==> config.mk <==
export PLATFORM = sky130hd
export DESIGN_NAME = bm_stage
export DESIGN_NICKNAME = d
export VERILOG_FILES = /design/src/rtl/bm_pkg.sv /design/src/rtl/bm_ram.sv /design/src/rtl/bm_stage.sv
export SDC_FILE = /design/constraint.sdc
export NUM_CORES = 2
export LEC_CHECK = 0
export ABC_CLOCK_PERIOD_IN_PS = 36000
export BUFFER_PORTS_ARGS = -buffer_cell sky130_fd_sc_hd__buf_2
export CAP_MARGIN = 20
export CORE_AREA = 2 2 372 374
export CTS_CLUSTER_DIAMETER = 120
export DETAILED_ROUTE_END_ITERATION = 10
export DIE_AREA = 0 0 374 376
export PLACE_DENSITY = 0.77
export SETUP_SLACK_MARGIN = 0.05
export SYNTH_ARGS = -nofsm -noshare
export SYNTH_HDL_FRONTEND = slang
export SYNTH_SLANG_ARGS = --single-unit
==> constraint.sdc <==
create_clock -name clock -period 36 [get_ports clock]
set_clock_uncertainty 0.05 [all_clocks]
set_input_delay 1.8 -clock clock [delete_from_list [all_inputs] [get_ports clock]]
set_output_delay 1.8 -clock clock [all_outputs]
set_load 0.005 [all_outputs]
==> src/rtl/bm_pkg.sv <==
// Shared types and constants for the 3x3 binary morphology block.
// No dependencies; bm_stage and binary_morphology_3x3 import this package.
package bm_pkg;

   localparam int DEF_MAX_WIDTH  = 1024;
   localparam int DEF_MAX_HEIGHT = 1024;

   localparam int RESET_WIDTH  = 640;
   localparam int RESET_HEIGHT = 480;

   localparam int CSR_INDEX_W = 2;
   localparam int CSR_DATA_W  = 11;
   localparam int PIXEL_W     = 8;

   // register indexes on the csr channel
   localparam logic [CSR_INDEX_W-1:0] REG_WIDTH  = 2'd0;
   localparam logic [CSR_INDEX_W-1:0] REG_HEIGHT = 2'd1;
   localparam logic [CSR_INDEX_W-1:0] REG_MODE   = 2'd2;

   // operation codes; the last one behaves as open
   localparam logic [1:0] MODE_DILATE   = 2'd0;
   localparam logic [1:0] MODE_ERODE    = 2'd1;
   localparam logic [1:0] MODE_OPEN     = 2'd2;
   localparam logic [1:0] MODE_OPEN_ALT = 2'd3;

   // static per-stage control, changes only with a register write
   typedef struct packed {
      logic clear;      // restart stream position, flush pipeline
      logic erode;      // all-set window instead of any-set
      logic deep;       // frame restart follows the next stage's center
      logic emit_tail;  // also pass on results past the last row
   } bm_ctrl_type;

   typedef struct packed {
      logic pixel;
      logic last;
   } bm_item_type;

   typedef struct packed {
      logic win_busy;   // window register holds an item not yet moved out
      logic in_tail;    // stream position is past the last image pixel
   } bm_stat_type;

endpackage

==> src/rtl/bm_ram.sv <==
// Generic single-write, single-read RAM with registered read data.
// Read returns the old contents on a same-address write. No dependencies.
module bm_ram #(
   parameter int WIDTH = 2,
   parameter int DEPTH = 1024
) (
   input  logic                     clock,
   input  logic                     wr_en,
   input  logic [$clog2(DEPTH)-1:0] wr_addr,
   input  logic [WIDTH-1:0]         wr_data,
   input  logic [$clog2(DEPTH)-1:0] rd_addr,
   output logic [WIDTH-1:0]         rd_data
);

   logic [WIDTH-1:0] mem [DEPTH];

   always_ff @(posedge clock) begin
      if (wr_en) begin
         mem[wr_addr] <= wr_data;
      end
      rd_data <= mem[rd_addr];
   end

endmodule

==> src/rtl/bm_stage.sv <==
// One 3x3 window stage: stream position counter, two-row line store in bm_ram,
// tap registers and a result register. Depends on bm_pkg and bm_ram.
module bm_stage #(
   parameter int MAX_WIDTH  = bm_pkg::DEF_MAX_WIDTH,
   parameter int MAX_HEIGHT = bm_pkg::DEF_MAX_HEIGHT
) (
   input  logic                              clock,
   input  logic                              reset,
   input  bm_pkg::bm_ctrl_type               ctrl,
   input  logic [$clog2(MAX_WIDTH+1)-1:0]    img_width,
   input  logic [$clog2(MAX_HEIGHT+1)-1:0]   img_height,
   input  logic                              in_valid,
   output logic                              in_ready,
   input  logic                              in_filler,
   input  logic                              in_bit,
   output logic                              out_valid,
   input  logic                              out_ready,
   output bm_pkg::bm_item_type               out_item,
   output bm_pkg::bm_stat_type               stat
);
   import bm_pkg::*;

   localparam int WB  = $clog2(MAX_WIDTH + 1);
   localparam int CB  = $clog2(MAX_WIDTH);
   localparam int RB  = $clog2(MAX_HEIGHT + 4);
   localparam int SRW = RB + 1;
   localparam logic signed [SRW-1:0] S_ONE = SRW'(1);
   localparam logic signed [SRW-1:0] S_TWO = SRW'(2);

   logic [CB-1:0] col_ff, col_in, col_adv, col_c, col_d, w_m1;
   logic [RB-1:0] row_ff, row_in, row_adv;
   logic signed [SRW-1:0] h_s, h_m1_s, row_s, row_c, row_d;
   logic tail, take, live, bit_set, end_hit, emit, is_last, in_img, move;

   logic [1:0] ram_q, line_q, wr_data, byp_data_ff, byp_data_in;
   logic       byp_ff, byp_in;

   logic [2:0] x_ff, x_in, a_ff, a_in, b_ff, b_in;

   logic                  win_valid_ff, win_valid_in;
   logic signed [SRW-1:0] win_row_ff, win_row_in;
   logic [CB-1:0]         win_col_ff, win_col_in;
   logic                  win_img_ff, win_img_in, win_last_ff, win_last_in;

   logic        out_valid_ff, out_valid_in;
   bm_item_type out_item_ff, out_item_in;

   logic       top_ok, bot_ok, left_ok, right_ok, dil, ero, res;
   logic [2:0] col_ok;
   logic [8:0] taps, tap_ok;

   // position bookkeeping
   always_comb begin
      w_m1   = CB'(img_width - WB'(1));
      h_s    = signed'(SRW'(img_height));
      h_m1_s = h_s - S_ONE;
      row_s  = signed'(SRW'(row_ff));
      tail   = row_ff >= RB'(img_height);

      // window center lags the incoming item by width + 1
      if (col_ff == '0) begin
         col_c = w_m1;
         row_c = row_s - S_TWO;
      end else begin
         col_c = col_ff - CB'(1);
         row_c = row_s - S_ONE;
      end
      // center of the following stage, one more span behind
      if (col_c == '0) begin
         col_d = w_m1;
         row_d = row_c - S_TWO;
      end else begin
         col_d = col_c - CB'(1);
         row_d = row_c - S_ONE;
      end

      is_last = (row_c == h_m1_s) && (col_c == w_m1);
      end_hit = ctrl.deep ? ((row_d == h_m1_s) && (col_d == w_m1)) : is_last;
      in_img  = !row_c[SRW-1] && (row_c < h_s);
      emit    = !row_c[SRW-1] && (in_img || ctrl.emit_tail);

      move     = win_valid_ff && (!out_valid_ff || out_ready);
      in_ready = !win_valid_ff || move;
      take     = in_valid && in_ready;
      // a filler before the last pixel is dropped without touching state
      live     = take && !(in_filler && !tail);
      bit_set  = in_bit && !tail;

      if (col_ff == w_m1) begin
         col_adv = '0;
         row_adv = row_ff + RB'(1);
      end else begin
         col_adv = col_ff + CB'(1);
         row_adv = row_ff;
      end

      col_in = col_ff;
      row_in = row_ff;
      if (ctrl.clear) begin
         col_in = '0;
         row_in = '0;
      end else if (live) begin
         col_in = end_hit ? '0 : col_adv;
         row_in = end_hit ? '0 : row_adv;
      end
   end

   // line store: entry per column holds {row above, two rows above}
   always_comb begin
      line_q      = byp_ff ? byp_data_ff : ram_q;
      wr_data     = {bit_set, line_q[1]};
      byp_in      = live && !ctrl.clear && (col_in == col_ff);
      byp_data_in = wr_data;
   end

   bm_ram #(
      .WIDTH(2),
      .DEPTH(MAX_WIDTH)
   ) u_line (
      .clock  (clock),
      .wr_en  (live),
      .wr_addr(col_ff),
      .wr_data(wr_data),
      .rd_addr(col_in),
      .rd_data(ram_q)
   );

   // taps and window register
   always_comb begin
      x_in        = x_ff;
      a_in        = a_ff;
      b_in        = b_ff;
      win_row_in  = win_row_ff;
      win_col_in  = win_col_ff;
      win_img_in  = win_img_ff;
      win_last_in = win_last_ff;
      win_valid_in = win_valid_ff && !move;
      if (live) begin
         x_in        = {x_ff[1:0], bit_set};
         a_in        = {a_ff[1:0], line_q[1]};
         b_in        = {b_ff[1:0], line_q[0]};
         win_row_in  = row_c;
         win_col_in  = col_c;
         win_img_in  = in_img;
         win_last_in = is_last;
         win_valid_in = emit;
      end
      if (ctrl.clear) begin
         win_valid_in = 1'b0;
      end
   end

   // 3x3 evaluation; bit 0 of each tap row is the right-hand column
   always_comb begin
      top_ok   = win_row_ff >= S_ONE;
      bot_ok   = win_row_ff < h_m1_s;
      left_ok  = win_col_ff != '0;
      right_ok = win_col_ff != w_m1;
      col_ok   = {left_ok, 1'b1, right_ok};
      taps     = {b_ff, a_ff, x_ff};
      tap_ok   = {col_ok & {3{top_ok}}, col_ok, col_ok & {3{bot_ok}}};
      dil      = |(taps & tap_ok);
      ero      = &(taps | ~tap_ok);
      res      = win_img_ff && (ctrl.erode ? ero : dil);

      out_item_in  = out_item_ff;
      out_valid_in = out_valid_ff && !out_ready;
      if (move) begin
         out_valid_in      = 1'b1;
         out_item_in.pixel = res;
         out_item_in.last  = win_last_ff;
      end
      if (ctrl.clear) begin
         out_valid_in = 1'b0;
      end
   end

   always_ff @(posedge clock) begin
      if (reset) begin
         col_ff       <= '0;
         row_ff       <= '0;
         byp_ff       <= 1'b0;
         win_valid_ff <= 1'b0;
         out_valid_ff <= 1'b0;
      end else begin
         col_ff       <= col_in;
         row_ff       <= row_in;
         byp_ff       <= byp_in;
         win_valid_ff <= win_valid_in;
         out_valid_ff <= out_valid_in;
      end
   end

   always_ff @(posedge clock) begin
      byp_data_ff <= byp_data_in;
      x_ff        <= x_in;
      a_ff        <= a_in;
      b_ff        <= b_in;
      win_row_ff  <= win_row_in;
      win_col_ff  <= win_col_in;
      win_img_ff  <= win_img_in;
      win_last_ff <= win_last_in;
      out_item_ff <= out_item_in;
   end

   assign out_valid     = out_valid_ff;
   assign out_item      = out_item_ff;
   assign stat.win_busy = win_valid_ff;
   assign stat.in_tail  = tail;

endmodule

==> results.md <==
* Register area at ~63,000 um^2
* Vias per inst at 7.35
* DRT Pass-1 Iters at 9
* Hold-fix buffers at CTS at 0
* DP Area at 90,100 um^2
* CTS buffer count at 200
* Type of the tightest min-delay check: reg -> reg
* DR DRC count at 0
* Complex-gate fraction of the synthesized area at 0.121
* Fraction of layout cells with a size suffix above 1 at 0.0916
* Count of cell types in the netlist at 98
* Cell Area, Synth at between 80,000 and 90,000 um^2
* Number of global-route vias before repair at ~60,000
* Tmin final at 10,810 ps
* CTS Buffer Depth at 3
* Multi-input logic area at 22,800 um^2
* Mux share of post-synthesis cell area at 0.0117
* Crit start category: register
* Most frequent cells in the layout: edfxtp_1, nor2_1, o22ai_1, nor3_1, clkbuf_16
* Setup TNS at 0 ps
* Top FF cell, synth: edfxtp_1
* Clk pin slew, worst setup/hold paths at approximately 70 ps
* Area Growth Syn to Fin at 9.47%
* First-pass GRT wire length at around 390,000 um
* Final setup viols at 0
* Floorplan row count at between 100 and 150
* Fillers at 8,773
* Synth Area per Inst at roughly 13 um^2
* Drt initial violations at 11,700
* FFs w/ async S/R, synth at 0
* #FFs+latches synth at 2,111
* Die span in x at between 300 and 400 um
* Max H-tree Level at 4
* Crit end category: register
* Adder-cell share of the synthesized area at 0.00680
* Max incr delay on CP at slightly below 900 ps
* Number of instances resized during post-cts repair at 0
* Worst path most repeated cell: buf_4
* Routability cong. at around 0.93
* Clock Sinks at 2,111
* Synth area leaders: edfxtp_1, o22ai_1, nor2_1, o221ai_1, nor3_1
* Crit Path Max Fanout at 60
* Via count of the routed design at around 62,000
* Final period util at 0.300
* Post-synth EDFFs at between 2,000 and 2,500
* Total GRT Usage at 0.376
* RSZ-0062 raised after global routing: no
* Num ports at 38
* Top-area cell type share of the netlist area at 0.708
* Max Cap Viol at 0
* Critical path class: reg -> reg
* Initial Utilization at 0.647
* WL final at 269,000 um
* Clk root buf: clkbuf_16
* DIE HEIGHT at 376 um
* Average wire per standard cell at approximately 32 um
* Port bufs at 36
* Synthesized-area fraction occupied by and/or/nand/nor cells at 0.104
* Worst Path Required at between 30,000 and 40,000 ps
* Leak pwr at 29.5 nW
* Largest family of logic cells by synthesized area: compound AO/OA/AOI/OAI gates
* Syn. warnings at 0
* Cell count after synthesis at about 6,700
* Peak Freq at ~93 MHz
* CP bufs+invs at 6
* Hold Vio Cnt, Final at 0
* Critical Path AT at approximately 12,000 ps
* Die area at roughly 140,000 um^2
* Mapped Nets at ~6,800
* Final ANT Viol Nets at 0
* Initial antenna violation count at 11
* Design area at about 97,000 um^2
* Yosys top cell by area: edfxtp_1
* Post-CTS setup buffer count at 0
* Grt ovf at 0
* Delay-heaviest family, CP: compound AO/OA/AOI/OAI gates
* Core Box Area at approximately 140,000 um^2
* Crit-path slowest cell: o21ai_4
* Final slew viol count at 0
* Worst Max-Slew Pin Slew at approximately 1400 ps
* CTS tree: yes
* Max IR drop VDD at around 46 uV
* Cell Pwr Density at 51.5 nW/um^2
* Worst skew pair latency at 890 ps
* Detail Placement HPWL at roughly 150,000 um
* Fin nets at 6,610
* Largest net degree at the start of global routing at about 280
* Register area share after synthesis at 0.714
* Status: completed
* Most common cell after layout, fill and taps aside: edfxtp_1
* Slew margin rel. at 0.0689
* Post-synthesis xor/xnor area fraction at 0.0116
-- final timing paths --
check / end / slack (ps) / start / cells after the start
setup / recovery: u_line.rd_data[1]$_DFF_P_ / 25190 / col_ff[0]$_SDFF_PP0_ / 27
hold / removal: out_item[0]$_DFFE_PP_ / 380 / win_last_ff$_DFFE_PP_ / 0
setup reg to reg: u_line.rd_data[1]$_DFF_P_ / 25190 / col_ff[0]$_SDFF_PP0_ / 27
hold reg to reg: out_item[0]$_DFFE_PP_ / 380 / win_last_ff$_DFFE_PP_ / 0
-- cells in the mapped netlist, drive strengths merged (8+ instances only) --
master / n
dfxtp: 28
a211oi: 25
nand4: 32
mux2: 17
xnor3: 10
mux2i: 84
a21oi: 162
and2: 19
nand2: 189
ha: 48
o31a: 10
a21o: 9
o21ai: 167
a31oi: 44
o221a: 8
inv: 43
xnor2: 66
or2: 8
edfxtp: 2083
o22ai: 793
buf: 244
or3: 45
nand2b: 18
o31ai: 25
o21a: 16
nand3: 105
o211ai: 30
o2111ai: 10
nor2: 1247
o221ai: 195
nor3: 319
nor2b: 24
a211o: 9
o32ai: 25
and3: 16
xor2: 23
clkbuf: 333
nor4: 39
-- cell families after synthesis --
logic type | after synthesis
DFF | 2111
adders and majority gates | 48
xor gates and xnor gates | 100
muxes | 101
buffers and inverters | 621
and+or+nand+nor | 2098
AOI/OAI and AO/OA | 1601
-- stage by stage --
stage | total power, mW | utilization | hold WS (ps) | setup WS, ps | std cells
final | 4.98 | 0.708 | 375 | 25190 | 8495
after detailed placement | 2.94 | 0.659 | 357 | 25210 | 8116
after floorplan | 2.91 | - | 350 | 17020 | 6680
after global routing | 5.08 | 0.708 | 385 | 24880 | 8489
after global placement | 2.94 | 0.658 | 357 | 25330 | 8108
after CTS | 4.97 | 0.707 | 376 | 25520 | 8483
-- cell type report --
class,count,area share
inverter,44,0.00171
timing repair buffer,225,0.0202
multi-input combinational,3948,0.235
clock inverter,129,0.0131
tap,1794,0.0232
clock buffer,238,0.0537
sequential,2111,0.653
antenna,6,0.000155
-- registers in the layout, indices dropped and copies added (netlist names), 3 cells and up --
| register | cells |
|---|---|
| win_row_ff | 12 |
| b_ff | 3 |
| u_line.mem | 2048 |
| a_ff | 3 |
| x_ff | 3 |
| win_col_ff | 10 |
| col_ff | 10 |
| row_ff | 11 |
-- power breakdown --
group	switching, mW	leakage, nW	total (mW)	internal (mW)
registers	0.00161	18.9	2.71	2.71
clock network	0.921	3.15	2.08	1.16
logic	0.136	7.47	0.181	0.0449
total	1.06	29.5	4.98	3.92
-- metal layers --
layer,track usage,wire (um),vias up
met1,0.478,88000,30100
met3,0.120,42300,1244
met2,0.568,120000,5416
li1,-,-,25600
met4,0.234,19100,11
met5,0.00617,182,-
Power figures use the tool's default switching activity.
